### config.mk
export PLATFORM = sky130hd
export DESIGN_NAME = mwmad_mul
export DESIGN_NICKNAME = d
export VERILOG_FILES = /design/src/rtl/core/mwmad_mul.sv
export SDC_FILE = /design/constraint.sdc
export NUM_CORES = 2
export LEC_CHECK = 0
export BUFFER_PORTS_ARGS = -buffer_cell sky130_fd_sc_hd__clkbuf_2
export CORE_MARGIN = 2
export CORE_UTILIZATION = 47
export CTS_BUF_LIST = sky130_fd_sc_hd__clkbuf_4 sky130_fd_sc_hd__clkbuf_8 sky130_fd_sc_hd__clkbuf_16
export DETAILED_ROUTE_END_ITERATION = 10
export PLACE_DENSITY = 0.61
export SLEW_MARGIN = 10
export SYNTH_ARGS = -nofsm -noshare
export SYNTH_HDL_FRONTEND = slang
export SYNTH_SLANG_ARGS = --single-unit
### constraint.sdc
create_clock -name aclk -period 9.7 [get_ports aclk]
set_input_delay 0.97 -clock aclk [delete_from_list [all_inputs] [get_ports aclk]]
set_output_delay 0.97 -clock aclk [all_outputs]
set_load 0.1 [all_outputs]
### src/rtl/core/mwmad_mul.sv
// ----------------------------------------------------------------------------
// mwmad_mul
// Shared signed multiplier with a registered product.
// ----------------------------------------------------------------------------
module mwmad_mul #(
    parameter int A_W = 59,
    parameter int B_W = 17
) (
    input  logic                    aclk,
    input  logic signed [A_W-1:0]   op_a,
    input  logic signed [B_W-1:0]   op_b,
    output logic signed [A_W+B_W-1:0] prod
);

    logic signed [A_W+B_W-1:0] prod_reg;

    // Register the product
    always_ff @(posedge aclk) begin
        prod_reg <= (A_W+B_W)'(op_a) * (A_W+B_W)'(op_b);
    end

    assign prod = prod_reg;

endmodule

# Word-level counts from Yosys, hierarchy flattened
# Index checks and enable logic that the tools add are counted.
# W data, S select, Z words.
[totals]
regBits = 76
latchBits = 0
mem_bits_rw = 0
romBits = 0
in_bits = 77
out_inout_bits = 76
wordCells = 2
memories = 0
[classes]
addsub = 0
multipliers = 1
div = 0
n_lt_le_gt_ge = 0
n_eq_ne = 0
shifts = 0
mux = 0
bitwise_logic = 0
n_reduce_logical = 0
[ops]
columns = ["cell", "n"]
rows = [
  ["$mul A59 B17 Y76", 1],
]

# Depth between registers and ports, before layout
[depth]
depth_word = 1
ltp_mapped = 28
ltp_nobuf = 25

# Worst setup path after synthesis
# No wires, ideal clock.
[synth_timing]
path_kind = "input-to-reg"
startpoint = "input port op_b[2]"
endpoint = "register prod_reg[72], in the netlist prod[72]"
arrival_ns = 7.088
t_required_ns = 9.628
slack_ns = 2.540
cell_stages = 24
path_buffers = 3
path_cell_list = "clkbuf_1 > clkbuf_1 > clkbuf_1 > nand2_1 > fa_1 > fa_1 > inv_1 > fa_1 > fa_1 > fa_1 > inv_1 > fa_1 > inv_1 > ha_1 > a21oi_1 > o21a_1 > o221ai_1 > a21o_2 > a31oi_1 > a211oi_1 > o311ai_1 > a21oi_1 > o41ai_1 > xnor2_1"
[synth_between]
elab_chain_cells = 1
[synth_lines]
columns = ["element", "line", "rtl"]
rows = [
  ["start: declaration", "11", "input logic signed [B_W-1:0] op_b,"],
  ["$mul A59 B17 Y76", "19", "prod_reg <= (A_W+B_W)'(op_a) * (A_W+B_W)'(op_b);"],
  ["end signal: assignment", "19", ""],
  ["end: declaration", "15", "logic signed [A_W+B_W-1:0] prod_reg;"],
]
# Every way passes these cells.

# Final worst setup path
[layout_timing]
startpoint = "input port op_b[3]"
endpoint = "register prod_reg[75], in the netlist prod[75]"
# The elaborated chain is that of the path after synthesis.

==> flow_metrics.env <==
export IMPL_die_x_microns=275
export IMPL_finalCritPeriodShare_pct=86.7
export IMPL_grt_pass1_wl_microns=156000
export IMPL_worstSetupStartpoint="op_b[3]"
export IMPL_wl_met3_microns=6340
export IMPL_place_congestion=0.921
export IMPL_fin_tns_setup_ns=0
export IMPL_cts_tree="done"
export IMPL_synth_area_sq_mm=0.0345
export IMPL_drc_errors=0
export IMPL_hold_class="input pin to register"
export IMPL_antenna_found_initial=1
export IMPL_fmax_ghz=0.119
export IMPL_fin_nets=5046
export IMPL_tightest_slew_ns=1.31
export IMPL_wl_met2_microns=46900
export IMPL_nFillCells=7023
export IMPL_dpl_hpwl_microns=74700
export IMPL_cp_common_cell="fa_1"
export IMPL_postSynthCellCount=3864
export IMPL_die_area_sq_mm=0.0755
export IMPL_slowest_stage="o31ai_1"
export IMPL_routed_wl_microns=96600
export IMPL_synth_area_leaders="fa_1 (54%), inv_1 (11%), nand2_1 (7.1%), and2_1 (6.6%), ha_1 (6.1%)"
export IMPL_detail_route_antenna_nets=0
export IMPL_drt_pass1_iter_count=5
export IMPL_required_ns=9.98
export IMPL_drive_gt1_share_pct=5.57
export IMPL_setup_viol=0
export IMPL_start_util_pct=47.3
export IMPL_maxSlewHeadroom_pct=12.9
export IMPL_syn_avg_cell_area_sq_um=8.92
export IMPL_grt_usage_pct=27.3
export IMPL_worstSetupPathType="input pin to register"
export IMPL_routed_top_layer="met4"
export IMPL_yosysTopAreaCell="fa_1"
export IMPL_core_sq_mm=0.0728
export IMPL_drt_iter0_drc=1674
export IMPL_synth_top_area_share_pct=53.8
export IMPL_grt_pass1_vias=27400
export IMPL_ys_warn_count=0
export IMPL_ios=153
export IMPL_hold_buffers=0
export IMPL_drv_slew=0
export IMPL_synthArstFlopShare_pct=0
export IMPL_synth_edf_count=0
export IMPL_cp_end_kind="register"
export IMPL_critical_path_startpoint_type="input pin"
export IMPL_cap_violations=0
export IMPL_vias=25300
export IMPL_vias_per_cell=5.22
export IMPL_grt_max_degree=49
export IMPL_clkSinkCount=76
export IMPL_synth_commonest_cells="inv_1 (998), fa_1 (926), nand2_1 (651)"
export IMPL_wl_met1_microns=41800
export IMPL_critPathMaxFanout=31
export IMPL_portBuffers=152
export IMPL_seq_area_frac_synth_pct=4.41
export IMPL_cts_buffers=9
export IMPL_cts_resized=0
export IMPL_ys_types=60
export IMPL_grt_overflow_total=0
export IMPL_cts_setup_buffers=0
export IMPL_wl_per_cell_microns=20.0
export IMPL_clk_root_buffer_cell="clkbuf_16"
export IMPL_synthesis_nets=5036
export IMPL_diodes=0
export IMPL_fin_crit_ns=8.41
export IMPL_slowest_delay_ns=0.66
export IMPL_h_tree_depth=3
export IMPL_cp_arrival_ns=8.69
export IMPL_largest_reg_flops=76
export IMPL_outcome="finished clean"
export IMPL_synth_most_common_cell="inv_1"
export IMPL_syn_to_final_growth_pct=5.40
export IMPL_cts_buffer_depth=2
export IMPL_rsz0062_at_grt="no"
export IMPL_std_cell_rows=99
export IMPL_hold_viol=0
export IMPL_clkTransAtPathRegs_ns=0.08
export IMPL_critical_path_endpoint="prod[75]"
export IMPL_synth_ff_type="dfxtp_1"
export IMPL_ys_ff_latch=76
export IMPL_die_y_microns=275
-- kinds of logic after synthesis --
group	after synthesis	synth area share (%)
XOR/XNOR	79	2.01
buffers and inverters	1187	12.9
AO/OA/AOI/OAI	244	4.61
flip-flops	76	4.41
AND/OR/NAND/NOR	1183	16.1
adder cells (fa/ha/maj)	1095	59.9
-- through the flow --
step | util (%) | hold WS (ns) | cell area [sq um] | instances | worst slack (ns)
6_report | 49.9 | 1.08 | 36300 | 4837 | 1.29
5_1_grt | 49.9 | 1.10 | 36300 | 4837 | 0.795
4_1_cts | 49.9 | 1.06 | 36300 | 4837 | 1.33
3_5_place_dp | 49.5 | 1.50 | 36000 | 4822 | 0.905
3_3_place_gp | 49.5 | 1.48 | 36000 | 4822 | 0.879
2_1_floorplan | - | 1.10 | 34500 | 3864 | 2.54
-- layout make-up --
type,instances,area (sq um),share of cell area [%]
clock inverter,6,66.3,0.183
sequential,76,1520,4.19
clock buffer,9,225,0.620
inverter,999,3750,10.3
tap,959,1200,3.30
multi-input combinational,2601,28500,78.4
timing repair buffer,187,1070,2.96
-- cells in the final DEF (no fill, tap or decap), types with 14 or more instances in the layout --
cell type    n
a21oi_1     83
a21o_1      29
xnor2_1     52
nand2_1    651
xor2_1      27
o21bai_1    18
fa_1       926
inv_1      998
o21ai_0     45
clkbuf_2   149
buf_4       31
nand4_1     14
and2_1     366
ha_1       169
nor2_1      84
dfxtp_1     76
-- worst min path at each step --
stage	endpoint	start	depth (start not counted)	slack (ns)
6_report	prod[0]	op_a[0]	2	1.08
5_1_grt	prod[0]	op_a[0]	2	1.10
4_1_cts	prod[0]	op_a[0]	2	1.06
3_5_place_dp	prod[0]	op_a[0]	2	1.50
3_3_place_gp	prod[0]	op_a[0]	2	1.48
2_1_floorplan	prod[0]	op_a[0]	1	1.10
-- per-layer routing --
| layer | GRT usage (%) | vias to the layer above |
|---|---|---|
| met5 | 0 | - |
| met4 | 5.31 | 0 |
| met3 | 3.24 | 94 |
| met2 | 45.6 | 860 |
| met1 | 38.6 | 13200 |
| li1 | - | 11100 |
-- worst max-delay path, delay by kind of cell --
family / cells / cell delay, ns
AOI/OAI and AO/OA: 7 / 2.17
xor gates and xnor gates: 1 / 0.13
adders and majority gates: 7 / 3.36
buffers and inverters: 7 / 1.54
and+or+nand+nor: 3 / 0.47
Power is left out: the tool's default activity adds up to more than one toggle a clock period on the data nets, which glitch-free logic cannot reach.
