==> config.mk <==
export PLATFORM = sky130hd
export DESIGN_NAME = mwmad_div
export DESIGN_NICKNAME = d
export VERILOG_FILES = /design/src/rtl/core/mwmad_pkg.sv /design/src/rtl/core/mwmad_div.sv
export SDC_FILE = /design/constraint.sdc
export NUM_CORES = 1
export LEC_CHECK = 0
export BUFFER_PORTS_ARGS = -buffer_cell sky130_fd_sc_hd__buf_2
export CORE_AREA = 2 2 288 148
export DETAILED_ROUTE_END_ITERATION = 8
export DIE_AREA = 0 0 290 150
export HOLD_SLACK_MARGIN = 0.05
export SLEW_MARGIN = 20
export SYNTH_ARGS = -nofsm -noshare
export SYNTH_HDL_FRONTEND = slang
export SYNTH_SLANG_ARGS = --single-unit
==> constraint.sdc <==
create_clock -name aclk -period 6.6 [get_ports aclk]
set_input_delay 0.99 -clock aclk [delete_from_list [all_inputs] [get_ports aclk]]
set_output_delay 0.99 -clock aclk [all_outputs]
set_load 0.01 [all_outputs]
==> src/rtl/core/mwmad_pkg.sv <==
// ----------------------------------------------------------------------------
// mwmad_pkg
// Shared types, codes and tables of the moving-window MAD anomaly scorer.
// ----------------------------------------------------------------------------
package mwmad_pkg;

    // Quotient bits of the ratio (Q3.16 floor, below 8.0)
    localparam int Q_W = 19;

    // Configuration register indexes
    localparam logic CFG_IDX_THRESHOLD = 1'b0;
    localparam logic CFG_IDX_WINDOW    = 1'b1;

    // Item opcodes
    localparam logic OP_TRAIN = 1'b0;
    localparam logic OP_SCORE = 1'b1;

    // Full-scale score, 1.0 in Q1.15
    localparam logic [15:0] SCORE_ONE = 16'd32768;

    // Ratio at which the tanh table saturates, 6.0 in Q3.16
    localparam logic [Q_W-1:0] RATIO_SAT = 19'd393216;

    typedef enum logic [3:0] {
        ST_IDLE,
        ST_DISPATCH,
        ST_TR_CHECK,
        ST_TR_EVICT,
        ST_TR_APPEND,
        ST_SC_MX,
        ST_SC_E,
        ST_SC_ACC,
        ST_SC_EN,
        ST_SC_TD,
        ST_SC_DEN,
        ST_SC_DIV,
        ST_SC_TM,
        ST_SC_TF,
        ST_SC_UPD,
        ST_EMIT
    } state_t;

    typedef struct packed {
        logic done;
        logic sat;
    } div_status_t;

    // tanh at steps of 0.25 from 0 to 6, Q1.15
    function automatic logic [15:0] tanh_lut(input logic [4:0] idx);
        logic [15:0] val;
        unique case (idx)
            5'd0:    val = 16'd0;
            5'd1:    val = 16'd8025;
            5'd2:    val = 16'd15143;
            5'd3:    val = 16'd20813;
            5'd4:    val = 16'd24956;
            5'd5:    val = 16'd27797;
            5'd6:    val = 16'd29660;
            5'd7:    val = 16'd30847;
            5'd8:    val = 16'd31589;
            5'd9:    val = 16'd32048;
            5'd10:   val = 16'd32329;
            5'd11:   val = 16'd32501;
            5'd12:   val = 16'd32606;
            5'd13:   val = 16'd32670;
            5'd14:   val = 16'd32708;
            5'd15:   val = 16'd32732;
            5'd16:   val = 16'd32746;
            5'd17:   val = 16'd32755;
            5'd18:   val = 16'd32760;
            5'd19:   val = 16'd32763;
            5'd20:   val = 16'd32765;
            5'd21:   val = 16'd32766;
            5'd22:   val = 16'd32767;
            5'd23:   val = 16'd32767;
            default: val = 16'd32768;
        endcase
        return val;
    endfunction

endpackage

==> src/rtl/core/mwmad_div.sv <==
// ----------------------------------------------------------------------------
// mwmad_div
// Restoring divider, one quotient bit per cycle, with overflow detect.
// ----------------------------------------------------------------------------
module mwmad_div #(
    parameter int NUM_W = 82,
    parameter int DEN_W = 75
) (
    input  logic                          aclk,
    input  logic                          aresetn,
    input  logic                          start,
    input  logic [NUM_W-1:0]              num,
    input  logic [DEN_W-1:0]              den,
    output mwmad_pkg::div_status_t        status,
    output logic [mwmad_pkg::Q_W-1:0]     quot
);
    import mwmad_pkg::*;

    localparam int SHW  = DEN_W + Q_W;
    localparam int XW   = (NUM_W > SHW) ? NUM_W : SHW;
    localparam int STPW = $clog2(Q_W + 1);

    logic             busy_reg;
    logic [STPW-1:0]  step_reg;
    logic [NUM_W-1:0] rem_reg;
    logic [SHW-1:0]   dsh_reg;
    logic [Q_W-1:0]   q_reg;
    logic             done_reg;
    logic             sat_reg;
    logic             ge;

    assign ge = XW'(rem_reg) >= XW'(dsh_reg);

    // Control: start, step count, done pulse
    always_ff @(posedge aclk) begin
        if (!aresetn) begin
            busy_reg <= 1'b0;
            done_reg <= 1'b0;
            step_reg <= '0;
        end else begin
            done_reg <= 1'b0;
            if (start) begin
                busy_reg <= 1'b1;
                step_reg <= '0;
            end else if (busy_reg) begin
                step_reg <= step_reg + STPW'(1);
                if ((step_reg == '0 && ge) || step_reg == STPW'(Q_W)) begin
                    busy_reg <= 1'b0;
                    done_reg <= 1'b1;
                end
            end
        end
    end

    // Datapath: compare, subtract, shift
    always_ff @(posedge aclk) begin
        if (start) begin
            rem_reg <= num;
            dsh_reg <= {den, Q_W'(0)};
            q_reg   <= '0;
            sat_reg <= 1'b0;
        end else if (busy_reg) begin
            dsh_reg <= dsh_reg >> 1;
            if (step_reg == '0) begin
                sat_reg <= ge;
            end else begin
                q_reg <= {q_reg[Q_W-2:0], ge};
                if (ge) begin
                    rem_reg <= NUM_W'(XW'(rem_reg) - XW'(dsh_reg));
                end
            end
        end
    end

    assign status.done = done_reg;
    assign status.sat  = sat_reg;
    assign quot        = q_reg;

endmodule

# ---- After elaboration in Yosys (flattened, before gate mapping)
# Cells that the tools add are included.
dict set report totals {
  output_inout_bits 21
  ram_bits 0
  latchBits 0
  romBits 0
  mem_count 0
  elab_cells 36
  in_bits 160
  regBits 203
}
dict set report op_classes {
  eq_ne 2
  n_lt_le_gt_ge 1
  shifts 0
  muxes 10
  n_bitwise 3
  n_mul 0
  reduce_logical 10
  n_div 0
  addsub 2
}
# cell n
set op_table {}
lappend op_table {{82-bit two-way mux} 4}
lappend op_table {{94-bit two-way mux} 2}
lappend op_table {{82-bit by 94-bit greater-or-equal comparator with 1-bit output} 1}
lappend op_table {{82-bit subtractor} 1}
lappend op_table {{5-bit by 1-bit adder with 5-bit output, second input constant} 1}
lappend op_table {{5-bit == test, second input constant} 1}
lappend op_table {{5-bit logical NOT} 1}
lappend op_table {{1-bit two-way mux} 4}
lappend op_table {{2-bit AND reduction} 2}
lappend op_table {{2-bit nonzero test} 2}
lappend op_table {{1-bit inverter} 3}
lappend op_table {{3-bit AND reduction} 1}
lappend op_table {{3-bit OR reduction} 1}
lappend op_table {{2-bit != test, second input constant} 1}
lappend op_table {{2-bit OR reduction} 1}
lappend op_table {{1-bit logical AND} 1}
lappend op_table {{1-bit logical OR} 1}

# ---- Depth between registers and ports, before layout
dict set report logic_depth {
  word_depth 6
  depth_mapped 14
  ltp_nobuf 14
}

# ---- Least setup slack after synthesis
# No wires, ideal clock.
dict set report synth_timing {
  path_kind {register to register}
  startpoint {reg rem_reg[0]}
  endpoint {reg rem_reg[0], enable pin}
  arrival_ns 4.060
  setup_ns 0.809
  slack_ns 1.731
  synth_period_minus_slack_ns 4.869
  path_buffers 0
  t_required_ns 5.791
  path_stages_with_launch 15
  path_cell_list {edfxtp_1 > inv_1 > ha_1 > inv_1 > fa_1 > a211oi_1 > nor3_1 > o21ai_0 > a31oi_1 > o211ai_1 > a21oi_1 > o31ai_1 > a21oi_1 > nand2_1 > nand2_1}
}
dict set report synth_between {
  elab_chain_cells 3
}
# element line
set synth_lines {}
lappend synth_lines {{start: declaration} mwmad_div.sv:25} ;# logic [NUM_W-1:0] rem_reg;
lappend synth_lines {{start signal: assignment} mwmad_div.sv:58} ;# rem_reg <= num;
lappend synth_lines {{start signal: assignment} mwmad_div.sv:69} ;# rem_reg <= NUM_W'(XW'(rem_reg) - XW'(dsh_reg));
lappend synth_lines {{82-bit by 94-bit greater-or-equal comparator with 1-bit output} mwmad_div.sv:32} ;# assign ge = XW'(rem_reg) >= XW'(dsh_reg);
lappend synth_lines {{2-bit nonzero test (no line)} -}
lappend synth_lines {{3-bit AND reduction (no line)} -}
# Every way passes these cells.
# A chain may end at the register's enable or synchronous reset.

# ---- Worst setup path after layout
dict set report layout_timing {
  startpoint {reg rem_reg[0]}
  endpoint {reg rem_reg[43], enable pin}
}
# Same word-level chain as after synthesis.

==> impl_metrics.csv <==
group,metric,value,unit
clock_tree,clk_pin_slew,0.07,ns
critical_path,crit_fanout,59,
critical_path,cp.required,6.84,ns
final_layout,layout-drive-gt1-share,0.143,
clock_tree,cts_tree,"done",
clock_tree,cts_buffers,21,
place,placed_area,15100,sq um
global_routing,antenna_found_initial,4,
final_layout,final_nets,1961,
critical_path,crit_chain,"inv_1, ha_1, inv_1, fa_1, a211oi_1, nor3_1, o21ai_0, a31oi_1, o211ai_1, a21oi_1, o31ai_1, a21oi_1, nand2_1, nand2_4, buf_4",
yosys,avgSynthCellArea,8.66,sq um
worst_hold_path,hp-class,"reg2reg",
die,die_w,290,microns
critical_path,reg2reg_depth,15,
power_and_ir_drop,p_leak,6.34,nW
global_routing,grt_overflow,0,
power_and_ir_drop,powerDensity,283,nW/um^2
critical_path,crit_path_top_delay_cell,"o21ai_0",
timing,min_period,4.98,ns
final_layout,final_area,15700,sq um
critical_path,crit_family,"compound AO/OA/AOI/OAI gates",
routing,wl_per_cell,19.4,microns
place,io_buffer_count,180,
global_routing,grt_pass1_wl,67700,microns
routing,drc_errors,0,
critical_path,worstSetupPathType,"reg2reg",
place,place.gp.congestion,0.943,
final_layout,regArea,5640,sq um
global_routing,grt_max_degree,133,
critical_path,crit-reg2reg-launch,"rem_reg[0]",
critical_path,reg2reg_slack,1.62,ns
clock_tree,cts_setup_buffers,0,
final_layout,fin_cells,2282,
yosys,synthTopCellsByArea,"edfxtp_1 34%, ha_1 7.6%, nand2_1 7.4%",
outcome,status,"completed",
timing,fmax,0.201,GHz
place,post-place-cells,2243,
timing,worst_hold_slack,0.455,ns
timing,skew,0.0280,ns
critical_path,arrival,5.23,ns
clock_tree,postCtsHoldBufs,0,
die,dieArea,43500,sq um
critical_path,r2r_end,"rem_reg[43]",
die,die_height,150,microns
timing,slew_headroom,0.327,
clock_tree,h-tree-depth,1,
final_layout,n_fill_cell,4233,
die,start_util,0.334,
yosys,seq_area_frac_synth,0.410,
routing,dr.pass1.iters,5,
routing,drt_first_iter_violations,1326,
power_and_ir_drop,ir_worst_vdd,207,uV
timing,grt_setup_unrepaired,"no",
timing,period_share,0.755,
die,rows,53,
final_layout,largest_reg_flops,94,
yosys,synth_cells,1587,
clock_tree,clock_sinks,203,
timing,worst_slew_pin_slew,1.01,ns
routing,ant_nets,0,
critical_path,crit_path_end_kind,"flip-flop",
yosys,synth_top_area_share,0.343,
clock_tree,cts-root-buf,"clkbuf_16",
flow_run,maxCapViolations,0,
yosys,synthDistinctLibCells,68,
yosys,synth-seq-cells,203,
yosys,synth_ff_type,"edfxtp_1",
timing,setup_violations,0,
yosys,syn_area,13700,sq um
critical_path,cpPeakStageDelay,0.56,ns
yosys,async_flop_share,0,
critical_path,cp-start-kind,"flip-flop",
routing,vias,12500,
final_layout,area_growth,14.4,%
timing,drv_slew,0,
global_routing,grtUsageTotal,0.200,
place,hpwl,33600,microns
die,ioPinCount,181,
clock_tree,clock_latency,0.54,ns
yosys,yosysTopAreaCell,"edfxtp_1",
final_layout,multi_input_area,7360,sq um
die,core_area,41200,sq um
yosys,yosysWarnings,0,
yosys,synth_edf_count,157,
global_routing,grt_pass1_vias,11400,
worst_hold_path,worstHoldStart,"sat_reg",
worst_hold_path,worstHoldEndpoint,"sat_reg",
timing,hold_viol,0,
critical_path,worst-path-buf-inv,3,
clock_tree,cts_buffer_depth,3,
worst_hold_path,min_path_cells,2,
timing,timing.setup.tns,0,ns
routing,drt_wl_total,44200,microns
yosys,synthesis.nets,1832,
clock_tree,ctsResizeCount,0,
routing,via_per_inst,5.47,
final_layout,fin_util,0.382,
-- placed cells by master (no fill, tap or decap), types with 9 or more instances in the layout --
cell	n
or3_1	12
a22o_1	15
ha_1	84
nor4_1	11
nor3_1	17
buf_4	9
edfxtp_1	157
nand3_1	24
o21ai_0	129
buf_2	179
clkbuf_16	21
mux2i_1	25
xnor2_1	44
o211ai_1	9
dfxtp_1	46
o21a_1	12
inv_1	111
xor2_1	29
o21bai_1	20
a21o_1	37
a31oi_1	12
a211oi_1	12
o31ai_1	65
a21oi_1	131
nand2_1	270
nor2_1	99
nor2b_1	9
nand4_1	36
-- final cells by class --
cell class                      count  area share
Antenna cell                        2    0.000318
Clock buffer                       25      0.0357
Clock inverter                     12     0.00477
Inverter                          112      0.0267
Multi-Input combinational cell   1189       0.468
Sequential cell                   203       0.358
Tap cell                          550      0.0438
Timing Repair Buffer              189      0.0622
-- worst register-to-register path, cell delays in order (launching register included) --
cell and delay [ns]:
edfxtp_1 0.36, inv_1 0.06, ha_1 0.18, inv_1 0.07, fa_1 0.43, a211oi_1 0.31
nor3_1 0.11, o21ai_0 0.56, a31oi_1 0.21, o211ai_1 0.47, a21oi_1 0.17, o31ai_1 0.32
a21oi_1 0.23, nand2_1 0.18, nand2_4 0.50, buf_4 0.54
-- report_power, final --
group	switching (mW)	internal, mW
Clock	0.553	0.614
Combinational	1.08	0.611
Sequential	0.0449	1.55
-- per-stage QoR --
| stage | setup WS (ns) | power (mW) |
|---|---|---|
| after floorplan | 1.73 | 2.78 |
| after global placement | 1.77 | 3.24 |
| after detailed placement | 1.63 | 3.26 |
| after CTS | 1.60 | 4.44 |
| after global routing | 1.19 | 4.71 |
| final | 1.62 | 4.46 |
-- how the worst max path moves through the flow --
| stage | start | end | slack (ns) | cells after the start |
|---|---|---|---|---|
| after global placement | rem_reg[0] | rem_reg[32] | 1.77 | 15 |
| after detailed placement | rem_reg[0] | rem_reg[81] | 1.63 | 15 |
| final | rem_reg[0] | rem_reg[43] | 1.62 | 15 |
| after floorplan | rem_reg[0] | rem_reg[0] | 1.73 | 14 |
| after global routing | rem_reg[0] | rem_reg[37] | 1.19 | 15 |
| after CTS | rem_reg[0] | rem_reg[51] | 1.60 | 15 |
-- kinds of logic (layout without fill, tap and decap cells) --
| family | Yosys count | count (layout) | synth area share |
|---|---|---|---|
| adders and majority gates | 85 | 85 | 0.0779 |
| buffers and inverters | 195 | 338 | 0.0557 |
| other | 0 | 2 | 0 |
| muxes | 31 | 31 | 0.0231 |
| and+or+nand+nor | 514 | 514 | 0.164 |
| xor gates and xnor gates | 73 | 73 | 0.0465 |
| DFF | 203 | 203 | 0.410 |
| AOI/OAI and AO/OA | 486 | 486 | 0.223 |
-- cells in the mapped netlist, types with 36 or more instances --
cell type	n
a21o_1	37
a21oi_1	131
clkbuf_1	72
dfxtp_1	46
edfxtp_1	157
ha_1	84
inv_1	111
nand2_1	272
nand4_1	36
nor2_1	99
o21ai_0	129
o31ai_1	65
xnor2_1	44
-- layer usage --
layer	track usage	routed length (microns)
met1	0.329	23500
met2	0.252	15900
met3	0.0523	4290
met4	0.0279	548
met5	0	23
Note: power is estimated with default switching activity, not from simulation.
